[config.mk]
export PLATFORM = sky130hd
export DESIGN_NAME = bwt_out
export DESIGN_NICKNAME = d
export VERILOG_FILES = /design/src/rtl/core/bwt_pkg.sv /design/src/rtl/core/bwt_out.sv
export SDC_FILE = /design/constraint.sdc
export NUM_CORES = 1
export LEC_CHECK = 0
export ABC_AREA = 0
export BUFFER_PORTS_ARGS = -buffer_cell sky130_fd_sc_hd__buf_2
export CORE_UTILIZATION = 41
export CTS_CLUSTER_SIZE = 40
export DETAILED_ROUTE_END_ITERATION = 8
export GPL_TIMING_DRIVEN = 0
export PLACE_DENSITY = 0.65
export SYNTH_ARGS = -nofsm -noshare
export SYNTH_HDL_FRONTEND = slang
export SYNTH_SLANG_ARGS = --single-unit
[constraint.sdc]
create_clock -name clk -period 4.86 [get_ports clk]
set_input_delay 0.243 -clock clk [delete_from_list [all_inputs] [get_ports clk]]
set_output_delay 0.243 -clock clk [all_outputs]
set_load 0.005 [all_outputs]
[src/rtl/core/bwt_pkg.sv]
package bwt_pkg;

	localparam int NSLOT = 16;
	localparam int SLOT_BITS = $clog2(NSLOT);
	localparam int CNT_BITS = $clog2(NSLOT + 1);
	localparam int ADDR_W = 24;
	localparam int QDEPTH = 2;

	localparam logic [3:0] F_ADD = 4'd0;
	localparam logic [3:0] F_REMOVE = 4'd1;
	localparam logic [3:0] F_ENABLE = 4'd2;
	localparam logic [3:0] F_CLR_ALL = 4'd3;
	localparam logic [3:0] F_CLR_CPU = 4'd4;
	localparam logic [3:0] F_RST_HITS = 4'd5;
	localparam logic [3:0] F_EXEC = 4'd6;
	localparam logic [3:0] F_ACCESS = 4'd7;
	localparam logic [3:0] F_LIST_ALL = 4'd8;
	localparam logic [3:0] F_LIST_CPU = 4'd9;
	localparam logic [3:0] F_LAST_HIT = 4'd10;

	localparam logic [1:0] ST_OK = 2'd0;
	localparam logic [1:0] ST_NOT_FOUND = 2'd1;
	localparam logic [1:0] ST_FULL = 2'd2;

	localparam logic [1:0] K_EXEC = 2'd0;
	localparam logic [1:0] K_READ = 2'd1;
	localparam logic [1:0] K_WRITE = 2'd2;
	localparam logic [1:0] K_ANY = 2'd3;

	typedef struct packed {
		logic [3:0]        func;
		logic [ADDR_W-1:0] address;
		logic [1:0]        access_kind;
		logic              cpu;
		logic              wr_access;
		logic [15:0]       bp_id;
		logic              enable;
	} req_t;

	typedef struct packed {
		logic [1:0]        status;
		logic              hit;
		logic              entry_valid;
		logic [15:0]       entry_id;
		logic [ADDR_W-1:0] entry_address;
		logic [1:0]        entry_kind;
		logic              entry_cpu;
		logic              entry_enabled;
		logic [31:0]       entry_hits;
		logic              last;
	} rsp_t;

endpackage

[src/rtl/core/bwt_out.sv]
// output stage: registers each result and holds list entries back so a list run can mark its final one
module bwt_out (
	input  logic          clk,
	input  logic          arst_n,
	input  logic          done,
	input  bwt_pkg::rsp_t rsp,
	output logic          strobe,
	output bwt_pkg::rsp_t result
);

	logic          hold_q;
	bwt_pkg::rsp_t held_q;

	// a list result is open until the next result arrives or the run ends
	always_ff @(posedge clk or negedge arst_n) begin
		logic          stb_n;
		logic          hold_n;
		bwt_pkg::rsp_t res_n;
		bwt_pkg::rsp_t held_n;
		if (!arst_n) begin
			hold_q <= 1'b0;
			strobe <= 1'b0;
		end else begin
			stb_n = 1'b0;
			hold_n = hold_q;
			res_n = result;
			held_n = held_q;
			if (hold_q) begin
				stb_n = 1'b1;
				res_n = held_q;
				if (!done || rsp.last) res_n.last = 1'b1;
				hold_n = 1'b0;
			end
			if (done) begin
				if (rsp.last && !hold_q) begin
					stb_n = 1'b1;
					res_n = rsp;
				end else begin
					held_n = rsp;
					hold_n = 1'b1;
				end
			end
			strobe <= stb_n;
			hold_q <= hold_n;
			result <= res_n;
			held_q <= held_n;
		end
	end

	a_strobe_src: assert property (@(posedge clk) disable iff (!arst_n)
		strobe |-> $past(done) || $past(hold_q)) else $error("strobe");
	a_strobe_last: assert property (@(posedge clk) disable iff (!arst_n)
		(strobe && !result.entry_valid) |-> result.last) else $error("last");
	a_hold_drain: assert property (@(posedge clk) disable iff (!arst_n)
		(hold_q && !done) |=> !hold_q) else $error("hold");

endmodule

# Word level (Yosys, flattened, before mapping)
# Cells that the tools add are included.
[classes]
n_mux = 9
bitwise = 1
reduce_logical = 5
[ops]
columns = ["cell", "n"]
rows = [
  ["$mux W81", 3],
  ["$mux W1", 6],
  ["$reduce_and A3 Y1", 1],
  ["$logic_not A1 Y1", 2],
  ["$logic_and A1 B1 Y1", 1],
  ["$logic_or A1 B1 Y1", 1],
  ["$not A1 Y1", 1],
]
[word_totals]
regBits = 164

# Longest topological paths before layout
# Gate-level depths: netlist of the first run.
[logic_depth]
ltp_word = 6
mapped_depth = 5
ltp_nobuf = 2

# Worst setup path before layout of the first run
# No wires, ideal clock.
[synth_timing]
path_type = "register to register"
startpoint = "register hold_q"
endpoint = "register held_q[0] in the netlist's numbering, enable pin"
setup_time_ps = 449
arrival_time_ps = 2583
setup_slack_ps = 1828
stages_incl_launch_ff = 5
n_path_buf = 2
period_less_slack_ps = 3032
cell_sequence = "dfrtp_1 buf_6 buf_6 nand2b_1 and3_1"
[synth_via]
elab_chain_cells = 4
[synth_lines]
columns = ["item", "line", "source"]
rows = [
  ["start, declared", "bwt_out.sv:11", "logic hold_q;"],
  ["start signal, assigned", "bwt_out.sv:44", "hold_q <= hold_n;"],
  ["$logic_not A1 Y1", "bwt_out.sv:35", "if (rsp.last && !hold_q) begin"],
  ["$logic_and A1 B1 Y1", "bwt_out.sv:35", ""],
  ["$not A1 Y1 (no line)", "n/a", ""],
  ["$reduce_and A3 Y1 (no line)", "n/a", ""],
  ["end signal, assigned", "bwt_out.sv:46", "held_q <= held_n;"],
  ["end, declared", "bwt_out.sv:12", "bwt_pkg::rsp_t held_q;"],
]
# No other way between the ends.
# A chain may end at the register's enable or synchronous reset.

# Worst setup path after layout of the first run
[layout_timing]
startpoint = "input arst_n"
endpoint = "register held_q[38] in the netlist's numbering, enable pin"
[layout_via]
elab_chain_cells = 1
[layout_lines]
columns = ["item", "line", "source"]
rows = [
  ["start, declared", "bwt_out.sv:4", "input logic arst_n,"],
  ["$reduce_and A3 Y1 (no line)", "n/a", ""],
]
# No other way between the ends.

==> flow_metrics.tcl, run 1 <==
set metrics [dict create \
    vias 5558 \
    cp-end-kind "flop" \
    fillers 1549 \
    synthesis.area_um2 7910 \
    portBuffers 165 \
    start_kind "primary input" \
    syn2layout_area_growth_pct 27.4 \
    gp_congestion 0.750 \
    path_class "in -> reg" \
    regArea_um2 4910 \
    final_cell_mix "buf_2 (204), edfxtp_1 (162), nand2_1 (81)" \
    vias_per_cell 5.34 \
    post_drt_wl_per_cell_um 18.8 \
    layout_commonest_cell "buf_2" \
    p_leak_nw 3.88 \
    worstMarginPinSlew_ns 0.649 \
    status "completed" \
    finalClockSkew_ns 0.00595 \
    rsz0062_at_grt "false" \
    cp_max_fo 41 \
    placed_cells 972 \
    routed_wl_um 19600 \
    coreArea_um2 18800 \
    fin_ws_ns 2.55 \
    finalSetupTns_ns 0 \
    cts.sinks 164 \
    fin_cells 1041 \
    clk_latency_ns 0.43 \
    synth_largest_area_cell "edfxtp_1" \
    synth_area_per_cell_um2 14.5 \
    slew_violations 0 \
    fin_crit_ns 2.31 \
    setup_viol 0 \
    clkTransAtPathRegs_ns 0.07 \
    timing.hold.ws_ns 0.0155 \
    period_share_pct 47.5 \
    synth_nets 629 \
    synth_area_leaders "edfxtp_1 (62%), o311ai_2 (16%), nand4b_1 (8.9%)" \
    grt_first_pass_wirelength_um 31200 \
    drt_iter0_markers 260 \
    arrival_ns 2.42 \
    post-route-util_pct 53.5 \
    ir_drop_mv 0.234 \
    ys_seq_elements 164 \
    dr.pass1.iters 5 \
    ys_types 14 \
    multi_input_area_um2 2350 \
    fin_nets 852 \
    initial_utilization_pct 42.0 \
    cts-htree-levels 4 \
    die_width_um 141 \
    drcViolationCount 0 \
    syn_inst 545 \
    max_freq_mhz 433 \
    place_ws_ns 2.54 \
    antenna_left 0 \
    yosys_warnings 0 \
    slew_headroom_pct 56.8 \
    hold_viol 0 \
    drive_above_1_share_pct 41.7 \
    maxCapViolations 0 \
    rows 50 \
    die_area_um2 19800 \
    powerDensity_nw_per_um2 353 \
    hpwl_um 12500 \
    cts_resized 0 \
    antenna_found_initial 1 \
    worstHoldPathType "in -> reg" \
    first_global_vias 5733 \
    ctsHoldBuffers 36 \
    yosysSeqAreaShare_pct 62.2 \
    io_pins 166 \
    cts-root-buf "clkbuf_16" \
    synth_top_area_share_pct 61.5 \
    cts.path.max_buffers 2 \
    cts_made_buffers 17 \
    cts_setup_buffers 0 \
    cts_tree "done" \
    grtUsageTotal_pct 20.2 \
    diodes 0 \
    die_y_um 141 \
    required_ns 4.97 \
    gr-total-overflow 0 \
    grt_max_degree 46 \
]
==> sequential cells by signal, indices dropped and copies added, names as in the netlist <==
signal and count:
result 81, hold_q 1, strobe 1, held_q 81
==> Yosys cell counts <==
cell and instances:
a21o_1 1, and2_1 2, and3_1 1, buf_1 2, buf_2 40, buf_6 12, dfrtp_1 2, edfxtp_1 162
inv_1 80, nand2_1 81, nand2b_1 1, nand4b_1 80, o311ai_2 80, o32a_1 1
==> cell type report <==
cell class              instances  share of cell area, %
clock inverters                15                   1.62
plain buffers                  54                   3.40
multi-input cells             247                   23.4
clock buffers                  17                   4.22
inverters                      80                   2.98
repair buffers                204                   12.4
well taps                     260                   3.23
flip-flops and latches        164                   48.8
==> worst paths after layout <==
kind / start / end / slack [ns] / cells after the start
setup / recovery: arst_n / held_q[38] / 2.55 / 4
hold / removal: rsp[35] / held_q[35] / 0.02 / 1
setup reg to reg: hold_q / held_q[38] / 2.75 / 5
hold reg to reg: held_q[30] / result[30] / 0.55 / 2
max in group asynchronous: arst_n / strobe / 3.82 / 3
min in group asynchronous: arst_n / hold_q / 0.40 / 2
==> through the flow <==
stage / instance area [µm²] / power, mW
after floorplan: 7910 / 2.00
after global placement: 9060 / 2.19
after detailed placement: 9110 / 2.20
after CTS: 10100 / 3.58
after global routing: 10100 / 3.68
final: 10100 / 3.56
==> per-layer routing <==
layer  track usage [%]  wire length (µm)
met5                 0                 0
met4              6.58               232
met3              4.11              1170
met2              32.1              9270
met1              27.9              8890
==> cell families after synthesis <==
group,synth area share [%]
flip-flops,62.2
AO/OA/AOI/OAI,16.7
AND/OR/NAND/NOR,13.0
buffers and inverters,8.13
==> worst max-delay path, stage by stage <==
cell and delay, ns:
dlygate4sd3_1 0.53, buf_4 0.50, and3_4 0.75, buf_12 0.32
==> where the power goes <==
part | internal (mW) | switching, mW
sequential | 1.67 | 0.0409
clock | 0.802 | 0.565
combinational | 0.221 | 0.258
Note: power is estimated with default switching activity, not from simulation.
==> run 2, diff against run 1 <==
Clock period 4.86 ns to 2.4 ns, I/O delays scaled along.
==> flow_metrics.tcl, run 2 (same netlist as run 1, synthesis figures left out) <==
set metrics [dict create \
    slew_headroom_pct 63.3 \
    cts.path.max_buffers 2 \
    p_leak_nw 4.06 \
    arrival_ns 2.07 \
    post_drt_wl_per_cell_um 18.7 \
    die_width_um 141 \
    cp_max_fo 54 \
    path_class "reg -> reg" \
    portBuffers 165 \
    worstMarginPinSlew_ns 0.551 \
    dr.pass1.iters 4 \
    cts_tree "done" \
    first_global_vias 5974 \
    io_pins 166 \
    maxCapViolations 0 \
    place_area_um2 9120 \
    vias 5682 \
    drcViolationCount 0 \
    hpwl_um 12400 \
    die_y_um 141 \
    rsz0062_at_grt "false" \
    clk_latency_ns 0.43 \
    cts_made_buffers 17 \
    final_cell_area_um2 10500 \
    placed_cells 972 \
    grtUsageTotal_pct 21.1 \
    fin_nets 896 \
    syn2layout_area_growth_pct 32.8 \
    period_share_pct 82.5 \
    coreArea_um2 18800 \
    grt_first_pass_wirelength_um 32400 \
    post-route-util_pct 55.7 \
    cp-end-kind "flop" \
    grt_max_degree 55 \
    fin_crit_ns 1.98 \
    layout_commonest_cell "buf_2" \
    regArea_um2 4910 \
    powerDensity_nw_per_um2 686 \
    cts-root-buf "clkbuf_16" \
    setup_viol 0 \
    fillers 1576 \
    final_cell_mix "buf_2 (204), edfxtp_1 (162), nand2_1 (81), dlygate4sd3_1 (81)" \
    fin_cells 1085 \
    rows 50 \
    drt_iter0_markers 294 \
    max_freq_mhz 505 \
    finalSetupTns_ns 0 \
    die_area_um2 19800 \
    gp_congestion 0.774 \
    required_ns 2.49 \
    start_kind "flop" \
    slew_violations 0 \
    status "completed" \
    diodes 0 \
    gr-total-overflow 0 \
    hold_viol 0 \
    vias_per_cell 5.24 \
    antenna_left 0 \
    cts-htree-levels 4 \
    cts_resized 0 \
    place_ws_ns 0.195 \
    drive_above_1_share_pct 39.9 \
    antenna_found_initial 0 \
    worstHoldPathType "in -> async" \
    fin_ws_ns 0.420 \
    routed_wl_um 20300 \
    initial_utilization_pct 42.0 \
    multi_input_area_um2 2350 \
    reg_top3 "held_q (81), result (81)" \
    cts_setup_buffers 0 \
    cts.sinks 164 \
    clkTransAtPathRegs_ns 0.06 \
    ir_drop_mv 0.498 \
    finalClockSkew_ns 0.00788 \
]
[run 2: cell count changes in the layout (fill, tap and decap cells not counted), moves of 2 or more]
cell,delta
clkbuf_1,+2
clkinv_1,-5
dlygate4sd3_1,+44
clkinv_2,+4
[run 2: layout make-up]
| cell class | instances | share of cell area (%) |
|---|---|---|
| clock inverter | 13 | 1.28 |
| tap | 260 | 3.10 |
| sequential | 164 | 46.8 |
| buffer | 54 | 3.27 |
| multi-input combinational | 247 | 22.4 |
| timing repair buffer | 248 | 16.1 |
| clock buffer | 19 | 4.12 |
| inverter | 80 | 2.86 |
[run 2: layer usage]
layer / share of wire (%) / GRT usage (%) / wire length (µm) / vias to the layer above
li1: - / - / - / 2630
met1: 45 / 28.6 / 9140 / 2834
met2: 49 / 34.1 / 9840 / 204
met3: 5.6 / 5.10 / 1140 / 14
met4: 0.75 / 5.03 / 153 / 0
met5: 0 / 0 / 0 / -
[run 2: path summary, 6_finish.rpt]
path	startpoint	endpoint	slack (ns)	cells after the start
worst min register to register	held_q[66]	result[66]	0.55	2
worst min-delay path	arst_n	hold_q	0.09	2
worst max register to register	hold_q	held_q[35]	0.42	5
min in group clk	arst_n	result[12]	0.20	1
worst max-delay path	hold_q	held_q[35]	0.42	5
max in group asynchronous	arst_n	strobe	2.05	2
[run 2: power by group]
group          switching [mW]  total (mW)  internal, mW
sequential             0.0817        3.47          3.38
combinational           0.537        1.03         0.496
clock                    1.17        2.71          1.53
total                    1.79        7.20          5.41
[run 2: what timing repair did]
action / in CTS / in global routing
hold endpoints to repair: 81 / 0
setup endpoints to repair: 0 / 0
hold buffers: 81 / 0
[run 2: per-stage QoR]
stage	hold slack [ns]	power [mW]
after floorplan	-0.176	4.05
after global placement	0.313	4.42
after detailed placement	0.314	4.46
after CTS	0.110	7.24
after global routing	0.119	7.47
final	0.0870	7.20
[run 2: worst max-delay path, stage by stage, from the launching register on]
cell and delay [ns]:
dfrtp_1 0.34, buf_6 0.15, buf_6 0.17, nand2b_1 0.14
and3_4 0.47, buf_16 0.34
