$ cat src/rtl/core/bwt_pkg.sv
package bwt_pkg;

	localparam int NSLOT = 16;
	localparam int SLOT_BITS = $clog2(NSLOT);
	localparam int CNT_BITS = $clog2(NSLOT + 1);
	localparam int ADDR_W = 24;
	localparam int QDEPTH = 2;

	localparam logic [3:0] F_ADD = 4'd0;
	localparam logic [3:0] F_REMOVE = 4'd1;
	localparam logic [3:0] F_ENABLE = 4'd2;
	localparam logic [3:0] F_CLR_ALL = 4'd3;
	localparam logic [3:0] F_CLR_CPU = 4'd4;
	localparam logic [3:0] F_RST_HITS = 4'd5;
	localparam logic [3:0] F_EXEC = 4'd6;
	localparam logic [3:0] F_ACCESS = 4'd7;
	localparam logic [3:0] F_LIST_ALL = 4'd8;
	localparam logic [3:0] F_LIST_CPU = 4'd9;
	localparam logic [3:0] F_LAST_HIT = 4'd10;

	localparam logic [1:0] ST_OK = 2'd0;
	localparam logic [1:0] ST_NOT_FOUND = 2'd1;
	localparam logic [1:0] ST_FULL = 2'd2;

	localparam logic [1:0] K_EXEC = 2'd0;
	localparam logic [1:0] K_READ = 2'd1;
	localparam logic [1:0] K_WRITE = 2'd2;
	localparam logic [1:0] K_ANY = 2'd3;

	typedef struct packed {
		logic [3:0]        func;
		logic [ADDR_W-1:0] address;
		logic [1:0]        access_kind;
		logic              cpu;
		logic              wr_access;
		logic [15:0]       bp_id;
		logic              enable;
	} req_t;

	typedef struct packed {
		logic [1:0]        status;
		logic              hit;
		logic              entry_valid;
		logic [15:0]       entry_id;
		logic [ADDR_W-1:0] entry_address;
		logic [1:0]        entry_kind;
		logic              entry_cpu;
		logic              entry_enabled;
		logic [31:0]       entry_hits;
		logic              last;
	} rsp_t;

endpackage

$ cat src/rtl/core/bwt_front.sv
// front: accepts requests, drops unused codes, holds a short fifo
module bwt_front (
	input  logic          clk,
	input  logic          arst_n,
	input  logic          start,
	input  bwt_pkg::req_t req,
	output logic          full,
	output logic          pending,
	input  logic          pop,
	output bwt_pkg::req_t head
);

	localparam int PW = $clog2(bwt_pkg::QDEPTH);

	bwt_pkg::req_t mem_q [bwt_pkg::QDEPTH];
	logic [PW-1:0] wp_q, rp_q;
	logic [PW:0]   cnt_q;
	logic          push;

	assign full = (cnt_q == (PW+1)'(bwt_pkg::QDEPTH));
	assign pending = (cnt_q != '0);
	// codes above last hit produce nothing
	assign push = start && !full && (req.func <= bwt_pkg::F_LAST_HIT);
	assign head = mem_q[rp_q];

	always_ff @(posedge clk) begin
		if (push) mem_q[wp_q] <= req;
	end

	always_ff @(posedge clk or negedge arst_n) begin
		if (!arst_n) begin
			wp_q <= '0;
			rp_q <= '0;
			cnt_q <= '0;
		end else begin
			if (push) wp_q <= wp_q + 1'b1;
			if (pop) rp_q <= rp_q + 1'b1;
			cnt_q <= cnt_q + (PW+1)'(push) - (PW+1)'(pop);
		end
	end

	a_no_overflow: assert property (@(posedge clk) disable iff (!arst_n)
		full |-> !push) else $error("fifo overflow");
	a_no_underflow: assert property (@(posedge clk) disable iff (!arst_n)
		pop |-> pending) else $error("fifo underflow");
	a_count_step: assert property (@(posedge clk) disable iff (!arst_n)
		(push && !pop) |=> cnt_q == $past(cnt_q) + 1'b1) else $error("count");

endmodule

$ cat config.mk
export PLATFORM = sky130hd
export DESIGN_NAME = bwt_front
export DESIGN_NICKNAME = d
export VERILOG_FILES = /design/src/rtl/core/bwt_pkg.sv /design/src/rtl/core/bwt_front.sv
export SDC_FILE = /design/constraint.sdc
export NUM_CORES = 1
export LEC_CHECK = 0
export BUFFER_PORTS_ARGS = -buffer_cell sky130_fd_sc_hd__buf_2
export CAP_MARGIN = 5
export CORE_MARGIN = 2
export CORE_UTILIZATION = 40
export CTS_BUF_LIST = sky130_fd_sc_hd__clkbuf_4
export CTS_CLUSTER_DIAMETER = 120
export DETAILED_ROUTE_END_ITERATION = 8
export PLACE_DENSITY_LB_ADDON = 0.2
export SYNTH_ARGS = -nofsm -noshare
export SYNTH_HDL_FRONTEND = slang
export SYNTH_SLANG_ARGS = --single-unit
$ cat constraint.sdc
create_clock -name clk -period 4.1 [get_ports clk]
set_clock_uncertainty 0.2 [all_clocks]
set_input_delay 0.205 -clock clk [delete_from_list [all_inputs] [get_ports clk]]
set_output_delay 0.205 -clock clk [all_outputs]
set_load 0.005 [all_outputs]
### Word-level counts from Yosys, hierarchy flattened

Memories as Yosys holds them, arrays and structs flattened.
Index checks and enable logic that the tools add are counted.

* add/subtract/negate cells: 4
* order comparisons: 1
* equality and inequality tests: 1
* muxes and demuxes: 2
* reduce and logical (&&, ||, !) cells: 4

Operators by type and width (count)
* $le A4 B4 Y1 const B: 1
* $add A1 B1 Y1 const B: 2
* $add A2 B1 Y2: 1
* $eq A2 B2 Y1 const B: 1
* $logic_and A1 B1 Y1: 2
* $mux W1: 2
* $reduce_bool A2 Y1: 1
* $sub A2 B1 Y2: 1
* $logic_not A1 Y1: 1

* flip-flop bits (word level): 4
* bits in writable memories: 98
* word-level logic and storage cells: 16
* memories: 1

Memories
* mem_q: words 2, width 49, read ports 1, clocked after Yosys merged registers in 0, wr ports 1, RTL line bwt_front.sv:15 `bwt_pkg::req_t mem_q [bwt_pkg::QDEPTH];`

### Longest topological paths before layout

Gate-level depths: netlist of run 1.

* depth after elaboration: 6
* mapped depth: 7
* depth with buffers taken out: 7

### Least setup slack after synthesis of run 1

Ideal clock, no wire load.

* path type: reg-to-reg
* start: register cnt_q[1]
* end: memory mem_q[0][0] in the netlist's numbering, enable pin
* library setup time: 0.456 ns
* arrival: 2.915 ns
* data required time: 3.444 ns
* slack: 0.529 ns
* cell stages (with the launch flop): 4
* path through: dfrtp_1 > nor2b_4 > a211o_4 > nor2_1

* cells in the longest elaborated chain, start to end: 6

Ends and longest elaborated chain
* start, declared: RTL line bwt_front.sv:17 `logic [PW:0] cnt_q;`
* start signal, assigned: RTL line bwt_front.sv:38 `cnt_q <= cnt_q + (PW+1)'(push) - (PW+1)'(pop);`
* $eq A2 B2 Y1: RTL line bwt_front.sv:20 `assign full = (cnt_q == (PW+1)'(bwt_pkg::QDEPTH));`
* net full: RTL line bwt_front.sv:7 `output logic full,`
* $logic_not A1 Y1: RTL line bwt_front.sv:23 `assign push = start && !full && (req.func <= bwt_pkg::F_LAST_HIT);`
* $logic_and A1 B1 Y1 (2 in series): RTL line bwt_front.sv:23
* $mux W1: RTL line bwt_front.sv:27 `if (push) mem_q[wp_q] <= req;`
* $mux W1 (implied by the code): RTL line bwt_front.sv:27
* end, declared: RTL line bwt_front.sv:15

The timed path passes the listed nets, and every way through them passes these cells.

==> results.json, run 1 <==
{
  "synth_compound_area_frac": 0.00661,
  "grt_overflow_total": 0,
  "grt_pass1_wl_mm": 10.8,
  "multiInputGateArea_um2": 687,
  "avgViaCountPerCell": 4.62,
  "rsz0062_at_grt": "false",
  "io_buffers": 103,
  "crit_type": "flip-flop to output pin",
  "drive_gt1_frac": 0.484,
  "clock_sinks": 102,
  "switching_share": 0.288,
  "hold_viol_final": 0,
  "dpl.hpwl_mm": 4.47,
  "clk_pin_slew_worst_paths_ps": 150,
  "core_area_um2": 9200,
  "slew_viol_final": 0,
  "crit_fanout": 32,
  "regArea_um2": 3040,
  "yosysTopAreaCellShare": 0.777,
  "synth_area_um2": 3790,
  "syn_to_final_growth_pct": 34.4,
  "share_comb_of_total_power": 0.285,
  "yosys.area.top_type": "edfxtp_1",
  "gp_congestion": 0.687,
  "syn_inst": 172,
  "stdcell_count": 454,
  "arrival_ps": 2230,
  "endpoint_kind": "output pin",
  "yosys_most_used_dff": "edfxtp_1",
  "worst_pin_slew_ps": 781,
  "cts_tree": "done",
  "cts_hold_buf": 53,
  "avgSynthCellArea_um2": 22.0,
  "ctsResizeCount": 0,
  "setup_slack_ps": 1470,
  "clock_power_share": 0.170,
  "setup_tns_ps": 0,
  "max_slew_margin": 0.479,
  "status": "finished, final reports clean",
  "synth.area.mux_share": 0.146,
  "yosys-top-cells-count": "98 x edfxtp_1, 35 x mux2_2, 14 x mux2_1, 5 x buf_6, 4 x dfrtp_1",
  "finalWirelength_mm": 6.88,
  "fin_crit_sh": 0.642,
  "cts_buffers": 9,
  "insertion_delay_ps": 410,
  "nFillCells": 751,
  "vias": 2096,
  "wl_per_cell_um": 15.2,
  "setup_violations": 0,
  "yosys_warnings": 0,
  "io_pins": 104,
  "final_nets": 393,
  "ys_seq_area_frac": 0.803,
  "p_int_mw": 1.91,
  "synth.area.top_cells": "edfxtp_1 78%, mux2_2 10%, mux2_1 4.2%, dfrtp_1 2.6%, buf_6 1.5%",
  "row_count": 35,
  "antenna_found_initial": 0,
  "synth-seq-cells": 102,
  "finalHoldWorstSlack_ps": 290,
  "p_sw_mw": 0.774,
  "fp.dieH_um": 101,
  "synth-xor-area-share": 0.0112,
  "synth_simple_gate_area_frac": 0.00727,
  "synth_top_family_by_area": "multiplexers",
  "synthArstFlopShare": 0.0392,
  "die_w_um": 101,
  "synth-adder-area-share": 0.00661,
  "power_frac_seq": 0.545,
  "total_power_mw": 2.69,
  "cts_buffer_depth": 2,
  "grt.total_usage": 0.141,
  "yosysMostFrequentCell": "edfxtp_1",
  "required_ps": 3690,
  "hold_class": "input port to flip-flop",
  "drv_cap": 0,
  "drt_iter0_markers": 55,
  "detail-route-antenna-nets": 0,
  "start_util": 0.412,
  "fp.dieArea_um2": 10300,
  "power_leakage_nw": 1.93,
  "cts_setup_buffers": 0,
  "drc": 0,
  "syn_nets": 227,
  "synth_cell_types": 16,
  "cts-root-buf": "clkbuf_4",
  "cts-htree-levels": 3,
  "grt_max_degree": 33,
  "pre_cts_ws_ps": 1870,
  "min_period_ps": 2630,
  "p_per_area_nw_per_um2": 528,
  "dr.pass1.iters": 4,
  "cp-start-kind": "flip-flop",
  "diodes": 0,
  "peakVddDrop_mv": 0.303,
  "fmax_mhz": 380,
  "synth-edff-count": 98,
  "first_global_vias": 2226,
  "dp.cells": 385
}
==> power by group through the flow <==
stage	Sequential [mW]	Clock (mW)	Combinational, mW
finish	1.46	0.456	0.767
global route	1.49	0.532	0.843
CTS	1.47	0.483	0.787
detailed placement	1.49	0	0.743
global placement	1.49	0	0.743
floorplan	1.42	0	0.517
==> area by class of cell <==
cell class | count | area share
clock buffer | 9 | 0.0133
clock inverter | 7 | 0.0113
inverter | 3 | 0.00221
multi-input combinational | 61 | 0.135
sequential | 102 | 0.598
tap | 111 | 0.0273
timing repair buffer | 161 | 0.213
==> cells by family after synthesis <==
| logic type | after synthesis |
|---|---|
| XOR/XNOR | 4 |
| flip-flops | 102 |
| AO/OA/AOI/OAI | 2 |
| adder cells (fa/ha/maj) | 2 |
| multiplexers | 49 |
| buffers and inverters | 9 |
| AND/OR/NAND/NOR | 4 |
==> path summary, 6_finish.rpt <==
path / startpoint / endpoint / slack (ps) / depth (start not counted)
max: rp_q / head[7] / 1470 / 3
min: req[37] / mem_q[1][37] / 290 / 2
max reg2reg: cnt_q[1] / mem_q[0][22] / 1910 / 4
min reg2reg: cnt_q[1] / cnt_q[1] / 320 / 1
max in group asynchronous: arst_n / rp_q / 3030 / 3
min in group asynchronous: arst_n / cnt_q[0] / 480 / 3
==> per-layer routing <==
layer | part of all wire | track usage | vias up | routed length (um)
li1 | - | - | 1001 | -
met5 | 0 | 0 | - | 0
met2 | 0.48 | 0.226 | 65 | 3330
met1 | 0.44 | 0.173 | 1021 | 2990
met3 | 0.065 | 0.0580 | 9 | 447
met4 | 0.016 | 0.0499 | 0 | 109
==> registers in the layout, summed over array words and instances (netlist names) <==
signal and count:
wp_q 1, rp_q 1, mem_q 98, cnt_q 2
==> metrics by stage <==
step           instance area, um^2  utilization
4_1_cts                       5090        0.553
3_5_place_dp                  4430        0.482
6_report                      5090        0.553
2_1_floorplan                 3790            -
3_3_place_gp                  4430        0.482
5_1_grt                       5090        0.553
==> layout by cell type, fill, tap and decap left out, types with 2 or more instances in the layout <==
| master | n |
|---|---|
| buf_2 | 103 |
| dlygate4sd3_1 | 53 |
| nor2_4 | 2 |
| ha_1 | 2 |
| clkinv_4 | 2 |
| clkinvlp_4 | 2 |
| xnor2_1 | 2 |
| clkbuf_4 | 9 |
| edfxtp_1 | 98 |
| mux2_1 | 14 |
| buf_4 | 5 |
| mux2_2 | 35 |
| inv_1 | 3 |
| dfrtp_1 | 3 |
==> worst max-delay path, cell delays in order (launching register included) <==
cell and delay (ps):
dfrtp_2 910, buf_4 390, mux2_2 380, buf_2 130
Power figures use the tool's default switching activity.
==> run 2: changes to the inputs <==
--- a/config.mk
+++ b/config.mk
@@ -5,6 +5,7 @@
 export SDC_FILE = /design/constraint.sdc
 export NUM_CORES = 1
 export LEC_CHECK = 0
+export ABC_AREA = 1
 export BUFFER_PORTS_ARGS = -buffer_cell sky130_fd_sc_hd__buf_2
 export CAP_MARGIN = 5
 export CORE_MARGIN = 2
==> constraint.sdc (replaced) <==
create_clock -name clk -period 2.61 [get_ports clk]
set_clock_uncertainty 0.2 [all_clocks]
set_input_delay 0.1305 -clock clk [delete_from_list [all_inputs] [get_ports clk]]
set_output_delay 0.1305 -clock clk [all_outputs]
set_load 0.005 [all_outputs]
==> run 2 against run 1 <==
Via count grew 2.5%. Area after synthesis rose by 6.2%. Critical path depth stayed put. Global-route usage decreased by 1.3 points. Cell area is 5.2% higher. Sequential share of layout area fell by 2.9 points. Clock-buffer cell count up 2. Critical path type unchanged.
==> results.json, run 2 <==
{
  "detail-route-antenna-nets": 0,
  "timing.rr.start": "cnt_q[0]",
  "yosysTopAreaCellShare": 0.732,
  "dp.cells": 418,
  "r2r_cells": 9,
  "drt_iter0_markers": 87,
  "syn_nets": 238,
  "fmax_mhz": 438,
  "required_ps": 2280,
  "finalWirelength_mm": 6.95,
  "dr.pass1.iters": 4,
  "synth_area_um2": 4020,
  "p_int_mw": 3.41,
  "crit_type": "flip-flop to output pin",
  "slew_viol_final": 0,
  "synth-edff-count": 98,
  "synth_compound_area_frac": 0.00124,
  "insertion_delay_ps": 410,
  "final_nets": 404,
  "min_period_ps": 2280,
  "min_path_cells": 2,
  "slowest_delay_ps": 770,
  "synth_simple_gate_area_frac": 0.0124,
  "syn_to_final_growth_pct": 33.1,
  "fin_crit_sh": 0.875,
  "avgViaCountPerCell": 4.42,
  "first_global_vias": 2233,
  "grt_max_degree": 30,
  "grt_pass1_wl_mm": 10.7,
  "r2r-end": "cnt_q[1]",
  "synth.area.mux_share": 0.183,
  "synth_cell_types": 13,
  "stdcell_count": 486,
  "yosys-top-cells-count": "98 x edfxtp_1, 49 x mux2_4, 7 x inv_1, 7 x nand2_1",
  "synthArstFlopShare": 0.0392,
  "cts-root-buf": "clkbuf_4",
  "path_cells": "buf_12, mux2_4, buf_2",
  "final_common_cell": "buf_2",
  "yosys_warnings": 0,
  "setup_slack_ps": 326,
  "slowest_stage": "dfrtp_4",
  "power_leakage_nw": 2.19,
  "avgSynthCellArea_um2": 22.0,
  "peakVddDrop_mv": 0.685,
  "clock_sinks": 102,
  "setup_violations": 0,
  "synth-xor-area-share": 0.00653,
  "cts_tree": "done",
  "gp_congestion": 0.760,
  "grt_overflow_total": 0,
  "largest_register_ffs": 98,
  "status": "finished, final reports clean",
  "syn_inst": 183,
  "synth-adder-area-share": 0.00622,
  "cp-start-kind": "flip-flop",
  "rsz0062_at_grt": "false",
  "crit_fanout": 26,
  "yosys.area.top_type": "edfxtp_1",
  "crit_family": "flip-flops",
  "fin_util": 0.548,
  "antenna_found_initial": 0,
  "fp.dieH_um": 104,
  "drive_gt1_frac": 0.496,
  "max_slew_margin": 0.666,
  "drc": 0,
  "pre_cts_ws_ps": 684,
  "reg2reg_slack_ps": 700,
  "reg_top3": "mem_q x98, cnt_q x2",
  "drv_cap": 0,
  "worst_pin_slew_ps": 500,
  "die_w_um": 104,
  "yosysMostFrequentCell": "edfxtp_1",
  "holdPathEnd": "mem_q[1][3]",
  "finalHoldWorstSlack_ps": 214,
  "core_area_um2": 9770,
  "power_frac_seq": 0.492,
  "cts_buffers": 9,
  "io_pins": 104,
  "grt.total_usage": 0.127,
  "wl_per_cell_um": 14.3,
  "io_buffers": 103,
  "arrival_ps": 1950,
  "row_count": 36,
  "setup_tns_ps": 0,
  "vias": 2149,
  "top_register": "mem_q",
  "final_cell_mix": "103 x buf_2, 98 x edfxtp_1, 53 x dlygate4sd3_1, 49 x mux2_4, 11 x clkbuf_4",
  "diodes": 0,
  "hp-start": "req[3]",
  "ys_seq_area_frac": 0.756,
  "share_comb_of_total_power": 0.319,
  "p_per_area_nw_per_um2": 869,
  "clock_power_share": 0.189,
  "cts_buffer_depth": 2,
  "synth.area.top_cells": "edfxtp_1 73%, mux2_4 18%, buf_12 2.5%, dfrtp_1 2.5%, inv_1 0.65%",
  "hold_class": "input port to flip-flop",
  "yosys_most_used_dff": "edfxtp_1",
  "cp_num_buf_inv": 2,
  "fp.dieArea_um2": 10900,
  "clk_pin_slew_worst_paths_ps": 160,
  "synth-seq-cells": 102,
  "synth_top_family_by_area": "multiplexers",
  "cts-htree-levels": 3,
  "hold_viol_final": 0,
  "switching_share": 0.267,
  "start_util": 0.412,
  "endpoint_kind": "output pin",
  "p_sw_mw": 1.24,
  "dpl.hpwl_mm": 4.42
}
-- run 2: changes by cell type in the layout (fill, tap and decap cells not counted), moves of 2 or more --
cell / before / now
mux2_2: 35 / 0
bufinv_16: 0 / 2
mux2_4: 0 / 49
mux2_1: 14 / 0
nor2_1: 0 / 4
inv_1: 3 / 6
buf_12: 0 / 2
clkbuf_4: 9 / 11
nand2_1: 0 / 7
clkinv_4: 2 / 0
buf_4: 5 / 3
-- run 2: how the worst max path moves through the flow --
stage | startpoint | endpoint | slack (ps) | depth (start not counted)
4_1_cts | rp_q | head[4] | 260 | 3
3_3_place_gp | cnt_q[0] | mem_q[0][16] | 720 | 5
5_1_grt | rp_q | head[24] | 230 | 3
6_report | rp_q | head[24] | 330 | 3
3_5_place_dp | cnt_q[0] | mem_q[0][16] | 680 | 5
2_1_floorplan | cnt_q[0] | mem_q[1][0] | 50 | 4
-- run 2: area by class of cell --
class / instances / area, um^2
Fill cell: 819 / 4420
Sequential cell: 102 / 3050
Timing Repair Buffer: 161 / 1110
Multi-Input combinational cell: 68 / 850
Tap cell: 133 / 166
Clock buffer: 11 / 82.6
Clock inverter: 4 / 72.6
Inverter: 7 / 26.3
-- run 2: cell families after synthesis --
kind of cell,Yosys count
compound gates,1
xor+xnor,3
fa+ha+maj,2
buf+inv,13
flops,102
mux,49
simple gates,13
-- run 2: metal layers --
layer | global-route usage | routed length [um] | vias to the layer above
li1 | - | - | 1026
met1 | 0.144 | 2920 | 1061
met2 | 0.229 | 3670 | 53
met3 | 0.0313 | 265 | 9
met4 | 0.0521 | 95 | 0
met5 | 0 | 0 | -
-- run 2: metrics by stage --
step	cell area, um^2	power (mW)
finish	5350	4.65
detailed placement	4670	3.79
floorplan	4030	3.38
global placement	4670	3.77
global route	5350	4.89
CTS	5350	4.73
-- run 2: power groups by stage --
stage	sequential (mW)	clock, mW	combinational [mW]
final	2.29	0.878	1.48
after global routing	2.32	0.964	1.60
after CTS	2.30	0.914	1.52
after detailed placement	2.34	0	1.45
after global placement	2.33	0	1.44
after floorplan	2.21	0	1.17
-- run 2: what timing repair did --
action / CTS / global route
endpoints found under the hold margin: 104 / 0
hold buffers: 53 / 0
setup endpoints to repair: 0 / 0
setup buffers: 0 / 0
gates resized for setup: 0 / 0
==> run 3: changes to the inputs <==
--- a/config.mk
+++ b/config.mk
@@ -5,7 +5,6 @@
 export SDC_FILE = /design/constraint.sdc
 export NUM_CORES = 1
 export LEC_CHECK = 0
-export ABC_AREA = 1
 export BUFFER_PORTS_ARGS = -buffer_cell sky130_fd_sc_hd__buf_2
 export CAP_MARGIN = 5
 export CORE_MARGIN = 2
==> run 3 against run 2 <==
Global-route usage rose by 0.86 points. Maximum frequency increased by 13%. Register-to-register slack got worse by 90 ps. Sequential cell count is the same. Hold slack better by 5.3 ps. Wire length shrank 1.5%. Via count is 3.3% lower. Worst setup slack gained 270 ps. Sequential power down 4%. Cell area decreased by 4.8%.
==> results.json, run 3 (synthesis results as in run 1) <==
{
  "drt_iter0_markers": 30,
  "pre_cts_ws_ps": 616,
  "peakVddDrop_mv": 0.458,
  "reg2reg_slack_ps": 610,
  "setup_violations": 0,
  "crit_end": "cnt_q[1]",
  "grt.total_usage": 0.136,
  "reg_top3": "mem_q x98, cnt_q x2",
  "endpoint_kind": "flip-flop",
  "finalWirelength_mm": 6.85,
  "avgViaCountPerCell": 4.59,
  "insertion_delay_ps": 410,
  "final_area_um2": 5100,
  "hold_viol_final": 0,
  "worst_pin_slew_ps": 403,
  "wl_per_cell_um": 15.1,
  "final_common_cell": "buf_2",
  "grt_overflow_total": 0,
  "cts-root-buf": "clkbuf_4",
  "p_per_area_nw_per_um2": 837,
  "slew_viol_final": 0,
  "drv_cap": 0,
  "clk_pin_slew_worst_paths_ps": 150,
  "start_util": 0.412,
  "core_area_um2": 9200,
  "placed_cell_area_um2": 4440,
  "fp.dieH_um": 101,
  "drc": 0,
  "gp_congestion": 0.657,
  "cp-start-kind": "input port",
  "min_period_ps": 2020,
  "dpl.hpwl_mm": 4.27,
  "antenna_found_initial": 0,
  "first_global_vias": 2117,
  "syn_to_final_growth_pct": 34.6,
  "cts_setup_buffers": 0,
  "cts_buffers": 9,
  "grt_max_degree": 30,
  "dp.cells": 386,
  "dr.pass1.iters": 4,
  "crit_start": "req[46]",
  "fin_util": 0.554,
  "io_buffers": 103,
  "grt_pass1_wl_mm": 10.4,
  "top_register": "mem_q",
  "cts_buffer_depth": 2,
  "fp.dieArea_um2": 10300,
  "nFillCells": 744,
  "setup_slack_ps": 595,
  "row_count": 35,
  "detail-route-antenna-nets": 0,
  "die_w_um": 101,
  "crit_type": "input port to flip-flop",
  "io_pins": 104,
  "largest_register_ffs": 98,
  "status": "finished, final reports clean",
  "timing.rr.start": "cnt_q[1]",
  "r2r_cells": 7,
  "crit_fanout": 4,
  "diodes": 0,
  "cts-htree-levels": 3,
  "fmax_mhz": 496,
  "r2r-end": "cnt_q[1]",
  "cts_tree": "done",
  "total_power_mw": 4.27,
  "vias": 2079,
  "hold_class": "input port to flip-flop",
  "power_leakage_nw": 1.93,
  "drive_gt1_frac": 0.482,
  "arrival_ps": 2160,
  "finalHoldWorstSlack_ps": 219,
  "fin_crit_sh": 0.772,
  "final_cell_mix": "103 x buf_2, 98 x edfxtp_1, 53 x dlygate4sd3_1, 35 x mux2_2, 14 x mux2_1",
  "required_ps": 2760,
  "max_slew_margin": 0.731,
  "stdcell_count": 453,
  "setup_tns_ps": 0,
  "final_nets": 394,
  "rsz0062_at_grt": "false",
  "clock_sinks": 102
}
-- run 3: how the worst min path moves through the flow --
stage,endpoint,slack [ps],cells past startpoint,startpoint
3_3_place_gp,cnt_q[0],-260,1,arst_n
5_1_grt,mem_q[0][26],190,2,req[26]
3_5_place_dp,cnt_q[0],-260,1,arst_n
6_report,mem_q[1][14],220,2,req[14]
4_1_cts,mem_q[0][20],180,2,req[20]
2_1_floorplan,cnt_q[0],-370,0,arst_n
-- run 3: critical path, stage by stage --
cell,delay [ps]
dlygate4sd3_1,520
buf_2,130
a21o_1,180
a211o_4,380
ha_1,290
inv_1,40
ha_1,180
xnor2_1,170
xnor2_1,140
-- run 3: final cells by class --
cell class	instances	area [um^2]	area share
flip-flops and latches	102	3040	0.597
repair buffers	162	1090	0.214
multi-input cells	61	687	0.135
well taps	111	139	0.0272
clock buffers	10	75.1	0.0147
clock inverters	4	50.0	0.00982
inverters	3	11.3	0.00221
-- run 3: per-layer routing --
metal,vias up,part of all wire,track usage
li1,1005,-,-
met5,-,0,0
met1,1007,0.45,0.175
met2,60,0.49,0.220
met3,7,0.047,0.0297
met4,0,0.014,0.0676
-- run 3: what timing repair did --
| action | 4_1_cts | 5_1_grt |
|---|---|---|
| gates resized for setup | 0 | 0 |
| endpoints found under the hold margin | 105 | 0 |
| hold buffers | 53 | 0 |
-- run 3: power breakdown --
| group | total, mW | internal, mW | switching (mW) |
|---|---|---|---|
| sequential | 2.20 | 2.12 | 0.0783 |
| combinational | 1.31 | 0.685 | 0.622 |
| clock | 0.761 | 0.292 | 0.469 |
| total | 4.27 | 3.10 | 1.17 |
